## src/rtl/char_lcd_i2c_nibble_sequencer_top_macros.svh

```systemverilog
// assertion macros shared by the lcd sequencer rtl
// no dependencies; define ASSERT_OFF to drop every assertion
`ifndef CHAR_LCD_I2C_NIBBLE_SEQUENCER_TOP_MACROS_SVH
`define CHAR_LCD_I2C_NIBBLE_SEQUENCER_TOP_MACROS_SVH

`ifndef ASSERT_OFF

// same-cycle implication
`define ASSERT_IMPLY(lbl, clk, rst_n, ante, cons) \
  lbl: assert property (@(posedge clk) disable iff (!rst_n) (ante) |-> (cons)) \
    else $error("assertion failed");

// next-cycle implication
`define ASSERT_NEXT(lbl, clk, rst_n, ante, cons) \
  lbl: assert property (@(posedge clk) disable iff (!rst_n) (ante) |=> (cons)) \
    else $error("assertion failed");

`else

`define ASSERT_IMPLY(lbl, clk, rst_n, ante, cons)
`define ASSERT_NEXT(lbl, clk, rst_n, ante, cons)

`endif

`endif

```

## src/rtl/lcdseq_pkg.sv

```systemverilog
// shared types, constants and helpers for the lcd nibble sequencer
// no dependencies
package lcdseq_pkg;

  localparam int VALUE_W        = 16;
  localparam int DIGIT_W        = 4;
  localparam int BYTE_W         = 8;
  localparam int CFG_IDX_W      = 2;
  localparam int MAX_DIGITS_DEF = 5;
  localparam int ROW_COUNT      = 4;

  localparam logic [7:0] ASCII_ZERO    = 8'h30;
  localparam logic [7:0] LCD_SET_DDRAM = 8'h80;
  localparam logic [7:0] EN_MASK_RST   = 8'h04;
  localparam logic [7:0] RS_MASK_RST   = 8'h01;
  localparam logic [7:0] BL_MASK_RST   = 8'h08;

  // six expander beats per lcd byte
  localparam logic [2:0] BEAT_FIRST_LO = 3'd3;
  localparam logic [2:0] BEAT_LAST     = 3'd5;

  typedef enum logic [1:0] {
    OP_CMD    = 2'd0,
    OP_DATA   = 2'd1,
    OP_NUM    = 2'd2,
    OP_CURSOR = 2'd3
  } lcdseq_op_t;

  typedef enum logic [1:0] {
    REG_ENABLE    = 2'd0,
    REG_SELECT    = 2'd1,
    REG_BACKLIGHT = 2'd2
  } lcdseq_reg_t;

  typedef struct packed {
    logic [1:0]         op;
    logic [VALUE_W-1:0] value;
    logic [5:0]         col;
    logic [1:0]         row;
  } lcdseq_in_t;

  typedef struct packed {
    logic [BYTE_W-1:0] expander_byte;
    logic              last;
  } lcdseq_out_t;

  typedef struct packed {
    logic [BYTE_W-1:0] enable;
    logic [BYTE_W-1:0] select;
    logic [BYTE_W-1:0] backlight;
  } lcdseq_masks_t;

  typedef struct packed {
    logic              valid;
    logic [BYTE_W-1:0] lcd_byte;
    logic              is_data;
    logic              last_byte;
  } lcdseq_byte_req_t;

  // ddram start address of each display row
  function automatic logic [7:0] row_offset(input logic [1:0] r);
    logic [7:0] off;
    case (r)
      2'd0:    off = 8'h00;
      2'd1:    off = 8'h40;
      2'd2:    off = 8'h14;
      default: off = 8'h54;
    endcase
    return off;
  endfunction

endpackage

```

## src/rtl/lcdseq_digit_conv.sv

```systemverilog
// bit-serial binary to decimal converter (shift and add-3), one input bit per cycle
// depends on lcdseq_pkg
module lcdseq_digit_conv #(
  parameter int MAX_DIGITS = lcdseq_pkg::MAX_DIGITS_DEF
) (
  input  logic                               clk,
  input  logic                               rst_n,
  input  logic                               start_i,
  input  logic [lcdseq_pkg::VALUE_W-1:0]     value_i,
  output logic                               busy_o,
  output logic                               ovf_o,
  input  logic [((MAX_DIGITS > 1) ? $clog2(MAX_DIGITS) : 1)-1:0] rd_idx_i,
  output logic [lcdseq_pkg::DIGIT_W-1:0]     rd_digit_o
);

  localparam int CNT_W = $clog2(lcdseq_pkg::VALUE_W + 1);

  logic                           busy_r;
  logic [CNT_W-1:0]               cnt_r;
  logic [lcdseq_pkg::VALUE_W-1:0] bin_r;
  logic                           ovf_r;
  logic [lcdseq_pkg::DIGIT_W-1:0] digit_r   [MAX_DIGITS];
  logic [lcdseq_pkg::DIGIT_W-1:0] adj       [MAX_DIGITS];
  logic [lcdseq_pkg::DIGIT_W-1:0] digit_nxt [MAX_DIGITS];

  // add 3 to every digit of 5 or more, then shift the whole bcd word left
  always_comb begin
    for (int i = 0; i < MAX_DIGITS; i++) begin
      adj[i] = (digit_r[i] >= 4'd5) ? digit_r[i] + 4'd3 : digit_r[i];
    end
    digit_nxt[0] = {adj[0][2:0], bin_r[lcdseq_pkg::VALUE_W-1]};
    for (int i = 1; i < MAX_DIGITS; i++) begin
      digit_nxt[i] = {adj[i][2:0], adj[i-1][3]};
    end
  end

  always_ff @(posedge clk) begin
    if (!rst_n) begin
      busy_r <= 1'b0;
      cnt_r  <= '0;
    end else if (start_i) begin
      busy_r <= 1'b1;
      cnt_r  <= CNT_W'(lcdseq_pkg::VALUE_W);
    end else if (busy_r) begin
      cnt_r <= cnt_r - 1'b1;
      if (cnt_r == CNT_W'(1)) begin
        busy_r <= 1'b0;
      end
    end
  end

  // digits above the top one are dropped, leaving the value modulo ten to the depth;
  // ovf_r remembers that a carry left the top digit
  always_ff @(posedge clk) begin
    if (start_i) begin
      bin_r <= value_i;
      ovf_r <= 1'b0;
      for (int i = 0; i < MAX_DIGITS; i++) begin
        digit_r[i] <= '0;
      end
    end else if (busy_r) begin
      bin_r <= {bin_r[lcdseq_pkg::VALUE_W-2:0], 1'b0};
      ovf_r <= ovf_r | adj[MAX_DIGITS-1][3];
      for (int i = 0; i < MAX_DIGITS; i++) begin
        digit_r[i] <= digit_nxt[i];
      end
    end
  end

  assign busy_o     = busy_r;
  assign ovf_o      = ovf_r;
  assign rd_digit_o = digit_r[rd_idx_i];

endmodule

```

## src/rtl/lcdseq_nibble_tx.sv

```systemverilog
// splits one lcd byte into six expander beats and holds each until taken
// depends on lcdseq_pkg and the assertion macro header
`include "char_lcd_i2c_nibble_sequencer_top_macros.svh"

module lcdseq_nibble_tx (
  input  logic                         clk,
  input  logic                         rst_n,
  input  lcdseq_pkg::lcdseq_masks_t    masks_i,
  input  lcdseq_pkg::lcdseq_byte_req_t req_i,
  output logic                         req_ready_o,
  output logic                         out_valid_o,
  input  logic                         out_ready_i,
  output lcdseq_pkg::lcdseq_out_t      out_data_o
);

  logic       busy_r;
  logic [2:0] beat_r;
  logic [7:0] byte_r;
  logic [7:0] mode_r;
  logic       last_r;
  logic [3:0] nib;
  logic [7:0] base;
  logic [7:0] xbyte;
  logic       load;
  logic       take;

  assign load = req_i.valid && !busy_r;
  assign take = busy_r && out_ready_i;

  // plain, enable high, enable low for each nibble
  always_comb begin
    nib  = (beat_r < lcdseq_pkg::BEAT_FIRST_LO) ? byte_r[7:4] : byte_r[3:0];
    base = {nib, 4'b0000} | mode_r;
    case (beat_r)
      3'd1, 3'd4: xbyte = base | masks_i.enable;
      3'd2, 3'd5: xbyte = base & ~masks_i.enable;
      default:    xbyte = base;
    endcase
  end

  always_ff @(posedge clk) begin
    if (!rst_n) begin
      busy_r <= 1'b0;
      beat_r <= '0;
    end else if (load) begin
      busy_r <= 1'b1;
      beat_r <= '0;
    end else if (take) begin
      if (beat_r == lcdseq_pkg::BEAT_LAST) begin
        busy_r <= 1'b0;
        beat_r <= '0;
      end else begin
        beat_r <= beat_r + 1'b1;
      end
    end
  end

  always_ff @(posedge clk) begin
    if (load) begin
      byte_r <= req_i.lcd_byte;
      mode_r <= masks_i.backlight | (req_i.is_data ? masks_i.select : 8'h00);
      last_r <= req_i.last_byte;
    end
  end

  assign req_ready_o              = !busy_r;
  assign out_valid_o              = busy_r;
  assign out_data_o.expander_byte = xbyte;
  assign out_data_o.last          = last_r && (beat_r == lcdseq_pkg::BEAT_LAST);

  `ASSERT_NEXT(a_load_starts_at_first_beat, clk, rst_n, load, busy_r && (beat_r == 3'd0))
  `ASSERT_IMPLY(a_idle_beat_zero, clk, rst_n, !busy_r, beat_r == 3'd0)

endmodule

```

## src/rtl/char_lcd_i2c_nibble_sequencer_top.sv

```systemverilog
// top level of the character-lcd nibble sequencer for an i2c port expander
// depends on lcdseq_pkg, lcdseq_digit_conv, lcdseq_nibble_tx and the macro header
`include "char_lcd_i2c_nibble_sequencer_top_macros.svh"

// Turns one request (command byte, data character, decimal number or set
// cursor) into the expander byte stream of a 4-bit HD44780 bus: every lcd byte
// goes out as high then low nibble, each nibble as three beats (plain, enable
// high, enable low). One request is handled at a time. A command, character or
// cursor request runs from its accept through ST_SEND, which hands the byte to
// the nibble sender, then the six output beats, then ST_WAIT until the sender
// is free, before in_ready rises again. A number request runs the bit-serial
// decimal converter over all 16 input bits (one input bit per cycle), then in
// ST_DIGITS skips each leading zero digit and hands each printed digit to the
// sender as one byte of six beats, with the same accept and closing steps
// around them; the six beats per lcd byte, one per cycle while out_ready is
// high, set the pace. A number longer than MAX_DIGITS prints its low
// MAX_DIGITS digits, zeros included. Configuration writes are always taken
// (cfg_ready is tied high) and must only happen while the block is idle; an
// index past the three mask registers is ignored.
module char_lcd_i2c_nibble_sequencer_top #(
  parameter int MAX_DIGITS = lcdseq_pkg::MAX_DIGITS_DEF
) (
  input  logic                                clk,
  input  logic                                rst_n,
  // request channel
  input  logic                                in_valid,
  output logic                                in_ready,
  input  lcdseq_pkg::lcdseq_in_t              in_data,
  // expander byte channel
  output logic                                out_valid,
  input  logic                                out_ready,
  output lcdseq_pkg::lcdseq_out_t             out_data,
  // configuration writes
  input  logic                                cfg_valid,
  output logic                                cfg_ready,
  input  logic [lcdseq_pkg::CFG_IDX_W-1:0]    cfg_index,
  input  logic [lcdseq_pkg::BYTE_W-1:0]       cfg_data
);

  localparam int IDX_W = (MAX_DIGITS > 1) ? $clog2(MAX_DIGITS) : 1;

  typedef enum logic [4:0] {
    ST_IDLE   = 5'b00001,
    ST_CONV   = 5'b00010,
    ST_DIGITS = 5'b00100,
    ST_SEND   = 5'b01000,
    ST_WAIT   = 5'b10000
  } state_t;

  state_t                       state_r, state_nxt;
  logic [IDX_W-1:0]             idx_r, idx_nxt;       // digit being looked at
  logic                         started_r, started_nxt;  // first nonzero digit seen
  logic [7:0]                   pend_byte_r, pend_byte_nxt;
  logic                         pend_data_r, pend_data_nxt;
  lcdseq_pkg::lcdseq_masks_t    masks_r;
  lcdseq_pkg::lcdseq_byte_req_t req;
  logic                         req_ready;
  logic                         conv_start;
  logic                         conv_busy;
  logic                         conv_ovf;
  logic [3:0]                   rd_digit;
  logic [1:0]                   row_cl;
  logic [7:0]                   cursor_byte;
  logic                         in_take;
  logic                         skip_zero;
  logic                         last_take;

  // mask registers, written one beat at a time
  assign cfg_ready = 1'b1;

  always_ff @(posedge clk) begin
    if (!rst_n) begin
      masks_r.enable    <= lcdseq_pkg::EN_MASK_RST;
      masks_r.select    <= lcdseq_pkg::RS_MASK_RST;
      masks_r.backlight <= lcdseq_pkg::BL_MASK_RST;
    end else if (cfg_valid) begin
      case (cfg_index)
        lcdseq_pkg::REG_ENABLE:    masks_r.enable    <= cfg_data;
        lcdseq_pkg::REG_SELECT:    masks_r.select    <= cfg_data;
        lcdseq_pkg::REG_BACKLIGHT: masks_r.backlight <= cfg_data;
        default: ;
      endcase
    end
  end

  // set-cursor address, rows past the last one clamp to it
  always_comb begin
    row_cl = ({1'b0, in_data.row} >= 3'(lcdseq_pkg::ROW_COUNT)) ?
             2'(lcdseq_pkg::ROW_COUNT - 1) : in_data.row;
    cursor_byte = lcdseq_pkg::LCD_SET_DDRAM |
                  ({2'b00, in_data.col} + lcdseq_pkg::row_offset(row_cl));
  end

  assign in_ready  = (state_r == ST_IDLE);
  assign in_take   = in_valid && in_ready;
  // leading zeros are skipped, the ones digit always prints
  assign skip_zero = !started_r && (rd_digit == 4'd0) && (idx_r != '0);
  assign last_take = out_valid && out_ready && out_data.last;

  always_comb begin
    state_nxt     = state_r;
    idx_nxt       = idx_r;
    started_nxt   = started_r;
    pend_byte_nxt = pend_byte_r;
    pend_data_nxt = pend_data_r;
    conv_start    = 1'b0;
    req           = '0;
    case (state_r)
      ST_IDLE: begin
        if (in_take) begin
          case (in_data.op)
            lcdseq_pkg::OP_CMD: begin
              pend_byte_nxt = in_data.value[7:0];
              pend_data_nxt = 1'b0;
              state_nxt     = ST_SEND;
            end
            lcdseq_pkg::OP_DATA: begin
              pend_byte_nxt = in_data.value[7:0];
              pend_data_nxt = 1'b1;
              state_nxt     = ST_SEND;
            end
            lcdseq_pkg::OP_NUM: begin
              conv_start  = 1'b1;
              idx_nxt     = IDX_W'(MAX_DIGITS - 1);
              started_nxt = 1'b0;
              state_nxt   = ST_CONV;
            end
            default: begin
              pend_byte_nxt = cursor_byte;
              pend_data_nxt = 1'b0;
              state_nxt     = ST_SEND;
            end
          endcase
        end
      end
      ST_CONV: begin
        if (!conv_busy) begin
          // a number cut to its low digits prints every one of them
          started_nxt = conv_ovf;
          state_nxt   = ST_DIGITS;
        end
      end
      ST_DIGITS: begin
        if (skip_zero) begin
          idx_nxt = idx_r - 1'b1;
        end else begin
          req.valid     = 1'b1;
          req.lcd_byte  = lcdseq_pkg::ASCII_ZERO | {4'b0000, rd_digit};
          req.is_data   = 1'b1;
          req.last_byte = (idx_r == '0);
          if (req_ready) begin
            started_nxt = 1'b1;
            if (idx_r == '0) begin
              state_nxt = ST_WAIT;
            end else begin
              idx_nxt = idx_r - 1'b1;
            end
          end
        end
      end
      ST_SEND: begin
        req.valid     = 1'b1;
        req.lcd_byte  = pend_byte_r;
        req.is_data   = pend_data_r;
        req.last_byte = 1'b1;
        if (req_ready) begin
          state_nxt = ST_WAIT;
        end
      end
      ST_WAIT: begin
        // the sender drops busy once the sixth beat of the last byte is taken
        if (req_ready) begin
          state_nxt = ST_IDLE;
        end
      end
      default: begin
        state_nxt = ST_IDLE;
      end
    endcase
  end

  always_ff @(posedge clk) begin
    if (!rst_n) begin
      state_r   <= ST_IDLE;
      idx_r     <= '0;
      started_r <= 1'b0;
    end else begin
      state_r   <= state_nxt;
      idx_r     <= idx_nxt;
      started_r <= started_nxt;
    end
  end

  always_ff @(posedge clk) begin
    pend_byte_r <= pend_byte_nxt;
    pend_data_r <= pend_data_nxt;
  end

  lcdseq_digit_conv #(
    .MAX_DIGITS (MAX_DIGITS)
  ) u_conv (
    .clk        (clk),
    .rst_n      (rst_n),
    .start_i    (conv_start),
    .value_i    (in_data.value),
    .busy_o     (conv_busy),
    .ovf_o      (conv_ovf),
    .rd_idx_i   (idx_r),
    .rd_digit_o (rd_digit)
  );

  lcdseq_nibble_tx u_tx (
    .clk         (clk),
    .rst_n       (rst_n),
    .masks_i     (masks_r),
    .req_i       (req),
    .req_ready_o (req_ready),
    .out_valid_o (out_valid),
    .out_ready_i (out_ready),
    .out_data_o  (out_data)
  );

  `ASSERT_IMPLY(a_accept_only_when_quiet, clk, rst_n, in_valid && in_ready, !out_valid)
  `ASSERT_IMPLY(a_digits_after_conv, clk, rst_n, state_r == ST_DIGITS, !conv_busy)
  `ASSERT_NEXT(a_last_beat_then_wait, clk, rst_n, last_take, state_r == ST_WAIT)

endmodule
```

## config.mk

```make
export PLATFORM = sky130hd
export DESIGN_NAME = char_lcd_i2c_nibble_sequencer_top
export DESIGN_NICKNAME = d
export VERILOG_FILES = /design/src/rtl/lcdseq_pkg.sv /design/src/rtl/lcdseq_digit_conv.sv /design/src/rtl/lcdseq_nibble_tx.sv /design/src/rtl/char_lcd_i2c_nibble_sequencer_top.sv
export VERILOG_INCLUDE_DIRS = /design/src /design/src/rtl
export SDC_FILE = /design/constraint.sdc
export NUM_CORES = 1
export LEC_CHECK = 0
export CAP_MARGIN = 15
export CORE_MARGIN = 3
export CORE_UTILIZATION = 35
export CTS_CLUSTER_SIZE = 8
export DETAILED_ROUTE_END_ITERATION = 16
export DONT_BUFFER_PORTS = 1
export GPL_ROUTABILITY_DRIVEN = 1
export PLACE_DENSITY = 0.58
export SLEW_MARGIN = 20
export SYNTH_ARGS = -nofsm -noshare
export SYNTH_HDL_FRONTEND = slang
export SYNTH_SLANG_ARGS = --single-unit
```

## constraint.sdc

```tcl
create_clock -name clk -period 3.6 [get_ports clk]
set_input_delay 0.72 -clock clk [delete_from_list [all_inputs] [get_ports clk]]
set_output_delay 0.72 -clock clk [all_outputs]
set_load 0.05 [all_outputs]
```

# [Word-level counts from Yosys, hierarchy flattened]
# Memory sizes are Yosys's and may differ from the RTL's. A register that Yosys moved wholly into a read port is not among the register bits.
# Index checks and enable logic that the tools add are counted.
[totals] ff_bits=86 latch_bits=0 ram_bits=20 romBits=0 inputBits=41 n_memories=1
[classes] add_sub_neg=9 n_mul=0 div=0 magnitude_cmp=6 n_eq_ne=26 shift=0 muxes=60 n_bitwise=13 n_reduce_logical=32
[memory_table] name="u_conv.digit_r" depth=5 word_bits=4 read_ports=6 rd_ports_with_merged_regs=1 write_ports=5 line_no="lcdseq_digit_conv.sv:22" rtl="logic [lcdseq_pkg::DIGIT_W-1:0] digit_r [MAX_DIGITS];"
[ops] cell="4-bit two-way mux" count=12
[ops] cell="5-bit two-way mux" count=9
[ops] cell="16-bit two-way mux" count=2
[ops] cell="8-bit case mux with 2 select lines" count=2
[ops] cell="5-bit case mux with 5 select lines" count=1
[ops] cell="3-bit two-way mux" count=8
[ops] cell="8-bit bitwise OR" count=3
[ops] cell="11-bit case mux with 2 select lines" count=1
[ops] cell="7-bit case mux with 3 select lines" count=1
[ops] cell="4-bit by 2-bit adder with 4-bit output, second input constant" count=5
[ops] cell="4-bit by 3-bit greater-or-equal comparator with 1-bit output, second input constant" count=5
[ops] cell="1-bit two-way mux" count=19
[ops] cell="2-bit != test, second input constant" count=6
[ops] cell="11-bit two-way mux" count=1
[ops] cell="5-bit by 1-bit == test with 1-bit output, second input constant" count=2
[ops] cell="2-bit OR reduction" count=5
[ops] cell="8-bit AND" count=1
[ops] cell="8-bit two-way mux" count=1
[ops] cell="8-bit NOT" count=1
[ops] cell="2-bit AND reduction" count=4
[ops] cell="2-bit nonzero test" count=4
[ops] cell="6-bit by 7-bit adder with 7-bit output" count=1
[ops] cell="7-bit AND reduction" count=1
[ops] cell="2-bit by 1-bit == test with 1-bit output, second input constant" count=3
[ops] cell="other kinds (28)" count=48

# [Logic depth before layout (Yosys ltp)]
[depth] ltp_word=8 ltp_mapped=7 mapped_depth_nobuf=7

# [Modules after synthesis]
# From an unflattened synthesis, not the netlist that was laid out.
[hier_totals] cells_unflattened=516 hier_area_um2=5579.1
[modules_own_cells] mod="lcdseq_digit_conv" n_inst=1 cells_per_inst=196 area_each_um2=2334.7
[modules_own_cells] mod="char_lcd_i2c_nibble_sequencer_top" n_inst=1 cells_per_inst=200 area_each_um2=2064.5
[modules_own_cells] mod="lcdseq_nibble_tx" n_inst=1 cells_per_inst=120 area_each_um2=1179.9

# [Least setup slack after synthesis]
# OpenSTA, ideal clock, no wires.
[synth_timing] path_kind="reg2out" from="reg u_tx.beat_r[0]" to="out out_data[8] in the netlist's numbering" arrival_ns=2.343 slack_ns=0.537 path_stages_with_launch=5 path_buffers=0 cell_sequence="dfxtp_1 a21oi_1 a211oi_1 a21o_1 a222oi_1"
[synth_lines] element="start: declaration" line_no="lcdseq_nibble_tx.sv:17" rtl="logic [2:0] beat_r;"
[synth_lines] element="start signal: assignment" line_no="lcdseq_nibble_tx.sv:53" rtl="beat_r <= beat_r + 1'b1;"
[synth_lines] element="end: declaration" line_no="char_lcd_i2c_nibble_sequencer_top.sv:32" rtl="output lcdseq_pkg::lcdseq_out_t out_data,"

==> metrics list <==
- The tree built by TritonCTS fans out to 109 sinks.
* Die X-Extent: 130 um
- Synthesized netlist cell count: ~510
- Dividing the detail-routed via count by the number of cells gives 5.36.
- Transition at the pin with the smallest max-transition slack: just over 1 ns
* Row count: 44
- Result of the run: finished clean
* Sum Neg Setup Slack: 0 ns
- Dividing the final minimum period by the clock period gives 0.878.
- Global-route usage over all layers: 0.139
* Number of antenna violations at the first check in global routing: 0
- Worst max-slew margin expressed relative to the limit: 0.324
- For this block, the via count after detailed routing is 3787.
- Worst-path cell with the longest stage delay: sky130_fd_sc_hd__dfxtp_1
- Post-synthesis average cell area: 10.5 um2
- Delay of the slowest cell on the worst path: about 0.57 ns
- For this block, the routed nets add up to 11300 um of wire.
- No sink is reached through more buffers than the 2 on the longest clock path.
- Synthesized area: 5400 um2
- For this configuration, the core starts out at a cell density of 0.365.
- Kind of start point of the critical path: flop
- Met2 global-route usage: 0.224
* Final cell area excluding filler cells: ~6000 um2
- Buffers placed on the I/O ports in this run total 0.
* Layout cells sized above 1: 0.111
* Length of the first detailed-routing pass in iterations: 5
- Maximum frequency from static timing analysis: 316 MHz
* Final GP Congestion: 0.823
* Final-report max-slew violation count: 0
- Between clock sinks in the finished design, the worst skew comes to 0.00830 ns.
* First-pass GRT wire length: 18600 um
- Count of endpoints failing setup in the final report: 0
* Drc violations: 0
- Critical path peak fanout: 12
* Post-detail-place hpwl: between 8000 and 9000 um
- The share of the Yosys chip area taken by registers is 0.519.
- Cells traversed along the worst timing path: clkinv_1, and3_1, a222oi_1, buf_4
- Among all flip-flop cells after synthesis, the most frequent one is sky130_fd_sc_hd__edfxtp_1.
- CTS Root Cell: sky130_fd_sc_hd__clkbuf_16
- Setup repair after global routing left no endpoint under its margin.
* Number of flops mapped to enable cells by yosys: 62
- Max cap viols: 0
- Once detail routing completed, the nets flagged for antenna violations numbered 0.
- Met1 Use GR: 0.179
- Post-CTS Setup Repair Bufs: 0
- VDD sags by at most roughly 280 uV.
* Vias in the first global route: 3738
* Path class of the lowest-slack min-delay path: in -> reg
- Worst Path Required: 2.88 ns
- Power spread over the standard cell area amounts to 463 nW/um2.
- After detailed routing, the average wire length per cell comes to 16.0 um.
- In the synthesized netlist the async set-or-reset flop fraction comes to 0.
- In this run the number of H-tree levels came out at 3.
- Critical path class: reg -> out
* Number of nets in the finished design: 575
* Post-layout instance count excluding filler cells: 706
* # hold bufs at CTS: 0
* GR peak layer: met2
- TritonCTS built the clock tree.
- Number of resized instances in the post-cts repair step: 0
* Number of top-level pins: 53
- Number of distinct library cells after synthesis: 54
- Entering global routing, the biggest net connects 34 pins.
* Num CTS Buffers: 9
- Layout Area Growth over Synthesis: 10.4%
* Type of element capturing the critical path: output port
* Source-to-sink clock delay at the later pin of the worst-skew pair: 0.35 ns
* Total congestion overflow after global routing: 0
- Yosys printed 0 warnings.
- Seq cells post-synth: about 110
- For this design the static power due to leakage is 0.00237 uW.
- For the finished layout, the period the worst path requires is between 3 and 4 ns.
- In this run the vertical extent of the chip is 130 um.
- Data arrives at the worst endpoint at between 2 and 2.5 ns.
- Initial detailed-routing violation count: 213
* Core ar.: approximately 15000 um2
- Post-Syn Nets: 570
- The number of placed instances, taps included, is 690.
- Clock input transition at the sequential cells of the worst setup and hold paths: 0.07 ns
- For met3 alone, demand over resource in global routing was 0.0536.
- The design draws 2760 uW.
* Die outline area: 17000 um2
* Number of failing hold endpoints at the final stage: 0
- Once placement finished, the instance area stood at approximately 5700 um2.
- 0 antenna diodes ended up in the layout.
==> layout by cell type, fill, tap and decap left out, drive strengths merged, types with 5 or more instances in the layout <==
cell type,synthesis,layout
a21oi,40,40
buf,3,14
nor3b,10,10
dfxtp,47,47
o21ai,10,10
inv,24,25
ha,17,17
nor2b,9,9
nand2,40,40
mux2i,33,33
edfxtp,62,62
a222oi,5,5
nand2b,11,11
mux2,20,20
xnor2,11,11
nor2,64,64
clkbuf,17,10
a21o,16,16
a211oi,7,7
and3,8,8
==> cell type report <==
class	instances	area [um2]
Sequential cell	109	2800
Multi-Input combinational cell	358	2420
Timing Repair Buffer	14	105
Fill cell	1431	8840
Clock buffer	10	239
Inverter	25	93.8
Clock inverter	6	70.1
Tap cell	184	230
==> state kept, by name, indices dropped and copies added (netlist names), named ones only <==
register and count:
idx_r 3, u_conv.ovf_o 1, u_tx.byte_r 8, pend_data_r 1, masks_r 24, pend_byte_r 8
u_tx.out_valid_o 1, u_tx.beat_r 3, u_conv.digit_r 20, u_conv.bin_r 16, u_tx.mode_r 8, u_conv.cnt_r 5
state_r 5, u_conv.busy_o 1, u_tx.last_r 1, started_r 1
==> cells by family (layout without fill, tap and decap cells) <==
kind of cell | count (synthesis) | after routing | share of synthesized area
AND/OR/NAND/NOR | 165 | 165 | 0.147
flip-flops | 109 | 109 | 0.519
AO/OA/AOI/OAI | 108 | 108 | 0.135
multiplexers | 53 | 53 | 0.104
buffers and inverters | 45 | 55 | 0.0334
adder cells (fa/ha/maj) | 17 | 17 | 0.0394
XOR/XNOR | 14 | 14 | 0.0227
other | 1 | 1 | 0.000694
==> path summary, 6_finish.rpt <==
path,from,end,slack [ns],cells after the start
worst min-delay path,rst_n,masks_r[18],0.43,1
worst max register to register,flop,u_tx.mode_r[5],0.81,6
worst max-delay path,u_tx.beat_r[1],out_data[6],0.44,4
worst min register to register,masks_r[8],masks_r[8],0.49,2
==> Yosys cell counts, drive strengths merged, types with 3 or more instances <==
cell type / n / area share
nor2: 64 / 0.045
edfxtp: 62 / 0.34
dfxtp: 47 / 0.17
a21oi: 40 / 0.037
nand2: 40 / 0.028
mux2i: 33 / 0.062
inv: 24 / 0.017
mux2: 20 / 0.042
clkbuf: 17 / 0.012
ha: 17 / 0.039
a21o: 16 / 0.022
nand2b: 11 / 0.013
xnor2: 11 / 0.018
nor3b: 10 / 0.014
o21ai: 10 / 0.0093
nor2b: 9 / 0.010
and3: 8 / 0.0093
a211oi: 7 / 0.0097
a222oi: 5 / 0.0093
a221oi: 4 / 0.0065
a22oi: 4 / 0.0056
nand3: 4 / 0.0037
nor3: 4 / 0.0037
a311oi: 3 / 0.0060
and2: 3 / 0.0035
buf: 3 / 0.0042
nand4: 3 / 0.0035
xor2: 3 / 0.0049
==> per-layer routing <==
metal	part of all wire	wire [um]	vias up
li1	-	-	1856
met1	0.47	5340	1814
met2	0.45	5110	104
met3	0.062	703	13
met4	0.011	129	0
met5	0	0	-
==> report_power, final <==
group	switching (uW)	total [uW]	internal, uW
clock network	466	1030	565
registers	48.4	1440	1390
logic	173	288	115
total	688	2760	2070
==> stage by stage <==
step / hold slack (ns) / setup slack (ns) / utilization
floorplan: 0.445 / 0.537 / -
global placement: 0.458 / 0.961 / 0.382
detailed placement: 0.468 / 0.787 / 0.382
CTS: 0.418 / 0.474 / 0.403
global route: 0.411 / 0.239 / 0.403
finish: 0.433 / 0.438 / 0.403
==> critical path, delay by kind of cell (launching register included) <==
family	cells	cell delay, ns
buf+inv	2	0.64
compound gates	1	0.45
flops	1	0.57
simple gates	1	0.42
(Power assumes the default switching activity.)
